<file path="src/design/strict_priority_multi_queue_assert.svh">
// Assertion macros for the strict priority multi-queue.
`ifndef STRICT_PRIORITY_MULTI_QUEUE_ASSERT_SVH
`define STRICT_PRIORITY_MULTI_QUEUE_ASSERT_SVH

`ifndef SYNTHESIS

`define SPMQ_ASSERT_IMPL(label, clk, rst, ante, cons) \
   label: assert property (@(posedge clk) disable iff (rst) (ante) |-> (cons)) \
      else $error("spmq assertion failed");

`define SPMQ_ASSERT_NEXT(label, clk, rst, ante, cons) \
   label: assert property (@(posedge clk) disable iff (rst) (ante) |=> (cons)) \
      else $error("spmq assertion failed");

`else

`define SPMQ_ASSERT_IMPL(label, clk, rst, ante, cons)

`define SPMQ_ASSERT_NEXT(label, clk, rst, ante, cons)

`endif

`endif

</file>
<file path="src/design/spmq_pkg.sv">
// Shared types and constants of the strict priority multi-queue.
`default_nettype none

package spmq_pkg;

   localparam int NUM_LEVELS  = 4;
   localparam int QUEUE_DEPTH = 16;

   localparam int QIDX_W    = (NUM_LEVELS > 1) ? $clog2(NUM_LEVELS) : 1;
   localparam int PTR_W     = (QUEUE_DEPTH > 1) ? $clog2(QUEUE_DEPTH) : 1;
   localparam int CNT_W     = $clog2(QUEUE_DEPTH + 1);
   localparam int SUM_W     = PTR_W + 1;
   localparam int ADDR_W    = QIDX_W + PTR_W;
   localparam int MEM_DEPTH = 2 ** ADDR_W;

   localparam logic [3:0]       LEVEL_LAST = 4'(NUM_LEVELS);
   localparam logic [CNT_W-1:0] CNT_FULL   = CNT_W'(QUEUE_DEPTH);
   localparam logic [PTR_W-1:0] PTR_LAST   = PTR_W'(QUEUE_DEPTH - 1);
   localparam logic [SUM_W-1:0] SUM_DEPTH  = SUM_W'(QUEUE_DEPTH);

   localparam logic [7:0] OP_IDLE = 8'h49;

   localparam logic [1:0] KIND_INSERT = 2'd0;
   localparam logic [1:0] KIND_REMOVE = 2'd1;
   localparam logic [1:0] KIND_PEEK   = 2'd2;

   typedef enum logic [1:0] {
      STATUS_OK        = 2'd0,
      STATUS_BAD_LEVEL = 2'd1,
      STATUS_EMPTY     = 2'd2,
      STATUS_FULL      = 2'd3
   } status_type;

   typedef struct packed {
      logic [1:0]  kind;
      logic [3:0]  level;
      logic [29:0] id_primary;
      logic [9:0]  id_secondary;
      logic [7:0]  op_code;
      logic [55:0] desc_chars_0;
      logic [55:0] desc_chars_1;
      logic [55:0] desc_chars_2;
      logic [55:0] desc_chars_3;
   } req_payload_type;

   typedef struct packed {
      logic [1:0]  status;
      logic [3:0]  head_level;
      logic [29:0] head_id_primary;
      logic [9:0]  head_id_secondary;
      logic [7:0]  head_op_code;
      logic [55:0] head_desc_0;
      logic [55:0] head_desc_1;
      logic [55:0] head_desc_2;
      logic [55:0] head_desc_3;
      logic        all_empty;
   } rsp_payload_type;

   typedef struct packed {
      logic [29:0] id_primary;
      logic [9:0]  id_secondary;
      logic [7:0]  op_code;
      logic [55:0] desc_0;
      logic [55:0] desc_1;
      logic [55:0] desc_2;
      logic [55:0] desc_3;
   } record_type;

   typedef struct packed {
      logic exec;
      logic load;
   } spmq_cmd_type;

endpackage

`default_nettype wire

</file>
<file path="src/design/spmq_ctrl.sv">
// Controller state machine sequencing item execution and result delivery.
`default_nettype none

`include "strict_priority_multi_queue_assert.svh"

module spmq_ctrl (
   input  logic                   clock,
   input  logic                   reset,
   input  logic                   req_valid,
   output logic                   req_ready,
   output logic                   rsp_valid,
   input  logic                   rsp_ready,
   output spmq_pkg::spmq_cmd_type cmd
);
   import spmq_pkg::*;

   typedef enum logic [1:0] {
      S_IDLE = 2'b01,
      S_LOAD = 2'b10
   } ctrl_state_type;

   ctrl_state_type state_ff, state_in;
   logic           rsp_valid_ff, rsp_valid_in;
   logic           slot_free;

   assign req_ready = (state_ff == S_IDLE);
   assign slot_free = !rsp_valid_ff || rsp_ready;
   assign cmd.exec  = req_valid && req_ready;
   assign cmd.load  = (state_ff == S_LOAD) && slot_free;

   always_comb begin
      state_in = state_ff;
      unique case (state_ff)
         S_IDLE: begin
            if (cmd.exec) begin
               state_in = S_LOAD;
            end
         end
         S_LOAD: begin
            if (slot_free) begin
               state_in = S_IDLE;
            end
         end
         default: begin
            state_in = S_IDLE;
         end
      endcase
   end

   always_comb begin
      rsp_valid_in = rsp_valid_ff;
      if (cmd.load) begin
         rsp_valid_in = 1'b1;
      end else if (rsp_ready) begin
         rsp_valid_in = 1'b0;
      end
   end

   always_ff @(posedge clock) begin
      if (reset) begin
         state_ff     <= S_IDLE;
         rsp_valid_ff <= 1'b0;
      end else begin
         state_ff     <= state_in;
         rsp_valid_ff <= rsp_valid_in;
      end
   end

   assign rsp_valid = rsp_valid_ff;

   `SPMQ_ASSERT_NEXT(a_exec_to_load, clock, reset, cmd.exec, state_ff == S_LOAD)
   `SPMQ_ASSERT_NEXT(a_load_valid, clock, reset, cmd.load, rsp_valid_ff)
   `SPMQ_ASSERT_IMPL(a_state_onehot, clock, reset, 1'b1, $onehot(state_ff))
   `SPMQ_ASSERT_IMPL(a_no_overlap, clock, reset, cmd.load, !cmd.exec)

endmodule

`default_nettype wire

</file>
<file path="config.mk">
export PLATFORM = sky130hd
export DESIGN_NAME = spmq_ctrl
export DESIGN_NICKNAME = d
export VERILOG_FILES = /design/src/design/spmq_pkg.sv /design/src/design/spmq_ctrl.sv
export VERILOG_INCLUDE_DIRS = /design/src /design/src/design
export SDC_FILE = /design/constraint.sdc
export NUM_CORES = 1
export LEC_CHECK = 0
export ABC_CLOCK_PERIOD_IN_PS = 3050
export BUFFER_PORTS_ARGS = -buffer_cell sky130_fd_sc_hd__buf_2
export CAP_MARGIN = 0
export CORE_AREA = 2 2 39 41
export CTS_BUF_LIST = sky130_fd_sc_hd__clkbuf_16
export CTS_CLUSTER_SIZE = 12
export DETAILED_ROUTE_END_ITERATION = 10
export DIE_AREA = 0 0 41 43
export GPL_TIMING_DRIVEN = 0
export SLEW_MARGIN = 20
export SYNTH_ARGS = -nofsm -noshare
export SYNTH_HDL_FRONTEND = slang
export SYNTH_SLANG_ARGS = --single-unit
</file>
<file path="constraint.sdc">
create_clock -name clock -period 3.05 [get_ports clock]
set_clock_uncertainty 0.2 [all_clocks]
set_input_delay 0.305 -clock clock [delete_from_list [all_inputs] [get_ports clock]]
set_output_delay 0.305 -clock clock [all_outputs]
set_load 0.005 [all_outputs]
</file>
==> results.sh, run 1 <==
export IMPL_ys_seq_area_share_pct=44.0
export IMPL_clock_latency_ns=0.22
export IMPL_cts_htree_levels=1
export IMPL_grt_pass1_wl_um=462
export IMPL_dr_pass1_iters=2
export IMPL_finalCritPeriodShare_pct=49.0
export IMPL_leakage_nw=0.138
export IMPL_gp_congestion=0.492
export IMPL_die_y_um=43
export IMPL_crit_fanout=4
export IMPL_numCtsBuffers=3
export IMPL_cts_tree="done"
export IMPL_ys_types=9
export IMPL_num_vias=121
export IMPL_die_w_um=41
export IMPL_hold_buffers=0
export IMPL_design_area_um2=270
export IMPL_cts_buffer_depth=2
export IMPL_nFillCells=160
export IMPL_timing_fmax_mhz=669
export IMPL_rsz0062_at_grt="false"
export IMPL_wl_um=311
export IMPL_hp_class="in -> reg"
export IMPL_grt_use_total_pct=5.41
export IMPL_cts_setup_buffers=0
export IMPL_drive_gt1_share_pct=45.8
export IMPL_grt_antenna_before_repair=0
export IMPL_crit_family="flip-flops"
export IMPL_syn_nets=17
export IMPL_place_detailed_hpwl_um=224
export IMPL_setup_violations=0
export IMPL_placement_io_buffers=7
export IMPL_ios=8
export IMPL_wl_per_cell_um=7.78
export IMPL_gr_total_overflow=0
export IMPL_slew_headroom_pct=92.5
export IMPL_crit_chain="nand2b_1 > nor2b_1 > buf_4 > buf_2"
export IMPL_hold_viol=0
export IMPL_final_common_cell="buf_2"
export IMPL_period_minus_slack_ns=1.49
export IMPL_grt_pass1_vias=111
export IMPL_reg2reg_depth=2
export IMPL_ctsResizeCount=0
export IMPL_nNetsFinal=29
export IMPL_end_kind="output port"
export IMPL_cp_num_buf_inv=2
export IMPL_critPathArrivalTime_ns=0.99
export IMPL_rows=14
export IMPL_placed_cell_area_um2=191
export IMPL_cts_sinks=3
export IMPL_cp_depth=4
export IMPL_cp_slowest_cell="dfxtp_1"
export IMPL_core_um2=1380
export IMPL_worstMarginPinSlew_ns=0.112
export IMPL_synth_cells=13
export IMPL_initial_core_util_pct=9.86
export IMPL_syn_cell_area_um2=136
export IMPL_slew_viol_final=0
export IMPL_cp_required_ns=2.54
export IMPL_critPathKind="reg -> out"
export IMPL_drc=0
export IMPL_dieArea_um2=1760
export IMPL_drtIter0Drc=1
export IMPL_cts_root_buffer="clkbuf_16"
export IMPL_min_path_cells=2
export IMPL_maxCapViolCount=0
export IMPL_ir_drop_uv=153
export IMPL_power_density_nw_per_um2=957
export IMPL_status="finished, final reports clean"
export IMPL_antenna_left=0
export IMPL_ys_ff_latch=3
export IMPL_start_kind="flip-flop"
export IMPL_n_antenna_cell=0
export IMPL_timing_setup_tns_ns=0
export IMPL_syn_to_final_growth_pct=98.2
export IMPL_syn_avg_cell_area_um2=10.5
export IMPL_max_stage_delay_ns=0.31
export IMPL_vias_per_cell=3.03
export IMPL_mostFrequentLayoutCells="7 x buf_2, 3 x clkbuf_16, 3 x dfxtp_1"
export IMPL_ys_warn_count=0
export IMPL_clk_pin_slew_ns=0.03
export IMPL_grt_max_degree=5
==> per-stage QoR <==
stage	total power [mW]	hold WS, ns	worst slack [ns]	utilization (%)	instances
after floorplan	0.0487	0.174	1.87	-	13
after global placement	0.0542	0.284	1.64	13.8	36
after detailed placement	0.0544	0.290	1.64	13.8	36
after CTS	0.264	0.0743	1.54	19.5	40
after global routing	0.270	0.0815	1.49	19.5	40
final	0.259	0.0692	1.56	19.5	40
==> registers in the layout (all words and copies together) (netlist names) <==
signal and cells:
state_ff 2, rsp_valid 1
==> kinds of logic (layout without fill, tap and decap cells) <==
group / after synthesis / count (layout) / share of synthesized area [%]
compound gates: 3 / 3 / 16.5
buf+inv: 1 / 12 / 5.51
flops: 3 / 3 / 44.0
simple gates: 6 / 6 / 33.9
==> cell type report <==
cell class / count / area (um^2) / share of cell area, %
clock buffer: 3 / 75.1 / 27.8
timing repair buffer: 7 / 35.0 / 13.0
buffer: 1 / 7.51 / 2.78
sequential: 3 / 60.1 / 22.2
clock inverter: 1 / 3.75 / 1.39
multi-input combinational: 9 / 68.8 / 25.5
tap: 16 / 20.0 / 7.41
==> worst paths after layout <==
kind | startpoint | endpoint | slack, ns
hold reg to reg | rsp_valid | rsp_valid | 0.29
setup / recovery | state_ff[0] | cmd[0] | 1.56
setup reg to reg | state_ff[1] | state_ff[1] | 2.01
hold / removal | reset | rsp_valid | 0.07
==> cell usage after synthesis <==
library cell	number	area, um^2
nor2b_1	2	12.5
a21oi_1	1	5.00
buf_4	1	7.51
and3b_1	1	8.76
and4bb_1	1	12.5
dfxtp_1	3	60.1
nand2b_1	2	12.5
o21ba_1	1	10.0
o21bai_1	1	7.51
==> worst register-to-register path, cell delays in order, from the launching register on <==
cell	delay (ns)
dfxtp_1	0.35
and3b_1	0.22
o21ba_1	0.17
==> per-layer routing <==
metal / vias to the layer above / GRT usage [%] / share of wire [%]
met5: - / 0 / 0
met4: 0 / 8.00 / 0
met1: 51 / 2.88 / 34
li1: 65 / - / -
met2: 5 / 6.56 / 53
met3: 0 / 6.28 / 13
==> report_power, final <==
part	internal, mW	switching (mW)
combinational	0.00687	0.00383
clock	0.169	0.0360
sequential	0.0415	0.00134
total	0.217	0.0412
(Power assumes the default switching activity.)
==> inputs of run 2 (changes only) <==
--- a/config.mk
+++ b/config.mk
@@ -6,7 +6,7 @@
 export SDC_FILE = /design/constraint.sdc
 export NUM_CORES = 1
 export LEC_CHECK = 0
-export ABC_CLOCK_PERIOD_IN_PS = 3050
+export ABC_CLOCK_PERIOD_IN_PS = 1320
 export BUFFER_PORTS_ARGS = -buffer_cell sky130_fd_sc_hd__buf_2
 export CAP_MARGIN = 0
 export CORE_AREA = 2 2 39 41
==> constraint.sdc (replaced) <==
create_clock -name clock -period 1.32 [get_ports clock]
set_clock_uncertainty 0.2 [all_clocks]
set_input_delay 0.132 -clock clock [delete_from_list [all_inputs] [get_ports clock]]
set_output_delay 0.132 -clock clock [all_outputs]
set_load 0.005 [all_outputs]
==> run 2 against run 1 <==
Net effect: the run now ends with negative hold slack left; global-route usage grew 0.20 points; sequential share of layout area rose by 0.15 points; routed wire length increased by 3.2%; via count increased by 5.8%; combinational power increased to 2.6 times the previous value; power increased by 130%; die area stayed put; critical endpoint is now cmd[1].
==> results.sh, run 2 (synthesized netlist as in run 1, its figures left out) <==
export IMPL_hp_class="in -> reg"
export IMPL_core_um2=1380
export IMPL_rows=14
export IMPL_power_density_nw_per_um2=2110
export IMPL_vias_per_cell=3.20
export IMPL_design_area_um2=285
export IMPL_die_w_um=41
export IMPL_syn_to_final_growth_pct=109
export IMPL_critPathKind="reg -> out"
export IMPL_drtIter0Drc=1
export IMPL_mostFrequentLayoutCells="7 x buf_2, 3 x clkbuf_16, 3 x dfxtp_2"
export IMPL_nFillCells=159
export IMPL_final_common_cell="buf_2"
export IMPL_ios=8
export IMPL_placed_cell_area_um2=191
export IMPL_cts_buffer_depth=2
export IMPL_maxCapViolCount=0
export IMPL_max_flop_register="state_ff"
export IMPL_cts_htree_levels=1
export IMPL_setup_violations=0
export IMPL_gp_congestion=0.492
export IMPL_slew_viol_final=0
export IMPL_crit_fanout=4
export IMPL_grt_use_total_pct=5.61
export IMPL_wl_per_cell_um=8.03
export IMPL_grt_pass1_wl_um=489
export IMPL_gr_total_overflow=0
export IMPL_violations="negative hold slack"
export IMPL_use_met3_pct=6.28
export IMPL_worstMarginPinSlew_ns=0.0975
export IMPL_cts_root_buffer="clkbuf_16"
export IMPL_drive_gt1_share_pct=62.5
export IMPL_numCtsBuffers=3
export IMPL_timing_fmax_mhz=790
export IMPL_grt_antenna_before_repair=0
export IMPL_drc=0
export IMPL_initial_core_util_pct=9.86
export IMPL_critPathArrivalTime_ns=0.93
export IMPL_status="finished with violations"
export IMPL_cts_setup_buffers=0
export IMPL_clock_latency_ns=0.22
export IMPL_fin_util_pct=20.6
export IMPL_placement_io_buffers=7
export IMPL_die_y_um=43
export IMPL_dieArea_um2=1760
export IMPL_timing_setup_tns_ns=0
export IMPL_nNetsFinal=29
export IMPL_grt_max_degree=5
export IMPL_grt_pass1_vias=116
export IMPL_wl_um=321
export IMPL_end_kind="output port"
export IMPL_dr_pass1_iters=2
export IMPL_ir_drop_uv=357
export IMPL_rsz0062_at_grt="false"
export IMPL_finalCritPeriodShare_pct=95.9
export IMPL_hold_viol=1
export IMPL_hold_slack_ns=-0.00646
export IMPL_antenna_left=0
export IMPL_busiest_layer="met4"
export IMPL_n_antenna_cell=0
export IMPL_leakage_nw=0.146
export IMPL_place_detailed_hpwl_um=224
export IMPL_period_minus_slack_ns=1.27
export IMPL_num_vias=128
export IMPL_gr_usage_met1_pct=3.19
export IMPL_multi_input_area_um2=77.6
export IMPL_cts_sinks=3
export IMPL_largest_reg_flops=2
export IMPL_met2_usage_pct=6.88
export IMPL_start_kind="flip-flop"
export IMPL_cp_required_ns=0.99
export IMPL_regArea_um2=63.8
export IMPL_slew_headroom_pct=93.5
export IMPL_clk_pin_slew_ns=0.03
export IMPL_cts_tree="done"
[run 2: path summary, 6_finish.rpt]
kind	startpoint	end	slack, ns	cells after the start
setup reg to reg	state_ff[1]	state_ff[1]	0.26	2
setup / recovery	state_ff[1]	cmd[1]	0.05	2
hold / removal	rsp_ready	rsp_valid	-0.006	3
hold reg to reg	rsp_valid	rsp_valid	0.28	2
[run 2: timing repair]
action | 4_1_cts | 5_1_grt
setup endpoints to repair | 1 | 2
gates resized for setup | 2 | 3
hold buffers | 1 | 0
endpoints found under the hold margin | 3 | 0
[run 2: cell type report]
class / count / area share (%)
multi-input cells: 9 / 27.2
clock inverters: 1 / 1.32
well taps: 16 / 7.02
flip-flops and latches: 3 / 22.4
repair buffers: 8 / 15.8
clock buffers: 3 / 26.3
[run 2: critical path, cell delays in order (launching register included)]
cell and delay (ns):
dfxtp_2 0.35, and3b_2 0.23, buf_2 0.13
[run 2: metrics by stage]
step | power [mW] | setup WS [ns] | cells
6_report | 0.603 | 0.0542 | 40
5_1_grt | 0.630 | 0.0133 | 40
4_1_cts | 0.615 | 0.00572 | 41
3_5_place_dp | 0.126 | 0.226 | 36
3_3_place_gp | 0.125 | 0.222 | 36
2_1_floorplan | 0.112 | 0.313 | 13
[run 2: metal layers]
metal  wire length [um]  vias up
li1                   -       65
met1                112       58
met2                168        5
met3                 40        0
met4                  0        0
met5                  0        -
[run 2: power breakdown]
group          total (mW)  internal, mW  switching [mW]  leakage, nW
combinational      0.0281        0.0190         0.00906       0.0782
sequential          0.101        0.0967         0.00421       0.0252
clock               0.474         0.391          0.0832       0.0423
total               0.603         0.506          0.0964        0.146
==> inputs of run 3 (changes only) <==
--- a/config.mk
+++ b/config.mk
@@ -6,7 +6,7 @@
 export SDC_FILE = /design/constraint.sdc
 export NUM_CORES = 1
 export LEC_CHECK = 0
-export ABC_CLOCK_PERIOD_IN_PS = 1320
+export ABC_CLOCK_PERIOD_IN_PS = 1100
 export BUFFER_PORTS_ARGS = -buffer_cell sky130_fd_sc_hd__buf_2
 export CAP_MARGIN = 0
 export CORE_AREA = 2 2 39 41
@@ -15,6 +15,7 @@
 export DETAILED_ROUTE_END_ITERATION = 10
 export DIE_AREA = 0 0 41 43
 export GPL_TIMING_DRIVEN = 0
+export MAX_ROUTING_LAYER = met4
 export SLEW_MARGIN = 20
 export SYNTH_ARGS = -nofsm -noshare
 export SYNTH_HDL_FRONTEND = slang
==> constraint.sdc (replaced) <==
create_clock -name clock -period 1.1 [get_ports clock]
set_clock_uncertainty 0.2 [all_clocks]
set_input_delay 0.11 -clock clock [delete_from_list [all_inputs] [get_ports clock]]
set_output_delay 0.11 -clock clock [all_outputs]
set_load 0.005 [all_outputs]
==> run 3 against run 2 <==
Net effect: utilization grew 1.3 points; register-to-register slack got worse by 0.32 ns; the flow finishes with violations (negative hold slack, negative setup slack); worst hold slack worse by 0.021 ns; cell count increased by 5.0%; first-iteration DRC count fell by 100%.
==> results.sh, run 3 (synthesized netlist as in run 1, its figures left out) <==
export IMPL_status="finished with violations"
export IMPL_violations="negative hold slack, negative setup slack"
export IMPL_maxCapViolCount=0
export IMPL_start_kind="flip-flop"
export IMPL_setup_slack_ns=-0.123
export IMPL_placement_io_buffers=7
export IMPL_timing_rr_end="state_ff[1]"
export IMPL_initial_core_util_pct=9.86
export IMPL_drive_gt1_share_pct=65.4
export IMPL_cts_sinks=3
export IMPL_nNetsFinal=31
export IMPL_vias_per_cell=3.24
export IMPL_finalCritPeriodShare_pct=111
export IMPL_wl_um=328
export IMPL_finalNonFillerCells=42
export IMPL_timing_fmax_mhz=818
export IMPL_hold_viol=1
export IMPL_dieArea_um2=1760
export IMPL_gr_total_overflow=0
export IMPL_cts_root_buffer="clkbuf_16"
export IMPL_place_ws_ns=0.0277
export IMPL_slew_headroom_pct=93.8
export IMPL_ios=8
export IMPL_cts_tree="done"
export IMPL_cp_slowest_cell="dfxtp_4"
export IMPL_min_from="rsp_ready"
export IMPL_largest_reg_flops=2
export IMPL_timing_rr_start="state_ff[1]"
export IMPL_period_minus_slack_ns=1.22
export IMPL_cp_required_ns=0.79
export IMPL_critPathArrivalTime_ns=0.91
export IMPL_die_y_um=43
export IMPL_grt_pass1_vias=118
export IMPL_power_density_nw_per_um2=2400
export IMPL_grt_max_degree=5
export IMPL_crit_chain="and3b_2 > buf_2"
export IMPL_placed_cells=36
export IMPL_reg2reg_slack_ns=-0.06
export IMPL_final_common_cell="buf_2"
export IMPL_cts_htree_levels=1
export IMPL_leakage_nw=0.155
export IMPL_dr_pass1_iters=1
export IMPL_num_vias=136
export IMPL_critPathKind="reg -> out"
export IMPL_max_stage_delay_ns=0.35
export IMPL_place_detailed_hpwl_um=224
export IMPL_slew_viol_final=0
export IMPL_die_w_um=41
export IMPL_grt_antenna_before_repair=0
export IMPL_reg2reg_depth=3
export IMPL_numCtsBuffers=3
export IMPL_antenna_left=0
export IMPL_wl_per_cell_um=7.81
export IMPL_cts_buffer_depth=2
export IMPL_mostFrequentLayoutCells="7 x buf_2, 3 x clkbuf_16, 2 x nor2b_1, 2 x buf_4, 2 x dfxtp_2"
export IMPL_worstMarginPinSlew_ns=0.0932
export IMPL_clk_pin_slew_ns=0.03
export IMPL_gp_congestion=0.491
export IMPL_core_um2=1380
export IMPL_clock_latency_ns=0.22
export IMPL_syn_to_final_growth_pct=122
export IMPL_drc=0
export IMPL_max_flop_register="state_ff"
export IMPL_n_antenna_cell=0
export IMPL_end_kind="output port"
export IMPL_hp_class="in -> reg"
export IMPL_fin_util_pct=21.9
export IMPL_hold_slack_ns=-0.0277
export IMPL_rsz0062_at_grt="true"
export IMPL_crit_fanout=4
export IMPL_grt_use_total_pct=5.65
export IMPL_whs_endpoint="rsp_valid"
export IMPL_ir_drop_uv=427
export IMPL_drtIter0Drc=0
export IMPL_setup_violations=3
export IMPL_grt_pass1_wl_um=476
export IMPL_rows=14
export IMPL_report_power_total_mw=0.727
export IMPL_min_path_cells=3
## run 3: changes by cell type in the layout (fill, tap and decap cells not counted)
cell | previous run | this run
buf_4 | 0 | 2
dfxtp_2 | 3 | 2
dfxtp_4 | 0 | 1
## run 3: repair_timing
action | in CTS | in global routing
setup endpoints to repair | 3 | 5
gates cloned | 0 | 0
hold buffers | 1 | 0
pin swaps | 0 | 0
gates resized for setup | 6 | 0
buffers inserted | 1 | 1
hold endpoints to repair | 3 | 0
## run 3: stage by stage
| stage | hold slack, ns | setup TNS (ns) | instance area, um^2 |
|---|---|---|---|
| after floorplan | -0.0209 | 0 | 136 |
| after global placement | 0.104 | 0 | 191 |
| after detailed placement | 0.113 | 0 | 191 |
| after CTS | -0.0247 | -0.305 | 295 |
| after global routing | 0.00728 | -0.450 | 303 |
| final | -0.0277 | -0.273 | 303 |
## run 3: metal layers
layer / global-route usage (%) / part of all wire [%] / routed length, um
met1: 2.88 / 34 / 111
met2: 6.88 / 54 / 176
met3: 6.28 / 12 / 40
met4: 8.00 / 0 / 0
met5: - / 0 / 0
## run 3: worst max path at each step
stage,startpoint,end,slack (ns),cells past startpoint
floorplan,state_ff[1],state_ff[1],0.09,2
global placement,state_ff[0],cmd[0],0.02,4
detailed placement,state_ff[0],cmd[0],0.03,4
CTS,state_ff[1],cmd[1],-0.14,2
global route,state_ff[1],cmd[1],-0.16,2
finish,state_ff[1],cmd[1],-0.12,2
## run 3: critical path, delay by kind of cell (launching register included)
kind,cells,cell delay (ns)
DFF,1,0.35
buffers and inverters,1,0.12
and+or+nand+nor,1,0.21
## run 3: power by group
part / leakage, nW / internal (mW) / total (mW) / switching [mW]
clock network: 0.0423 / 0.469 / 0.568 / 0.0994
registers: 0.0255 / 0.115 / 0.120 / 0.00509
logic: 0.0874 / 0.0273 / 0.0393 / 0.0119
## run 3: cell type report
class | instances | area [um^2]
fillers | 157 | 1080
multi-input cells | 9 | 77.6
clock buffers | 3 | 75.1
flip-flops and latches | 3 | 66.3
repair buffers | 10 | 60.1
well taps | 16 | 20.0
clock inverters | 1 | 3.75
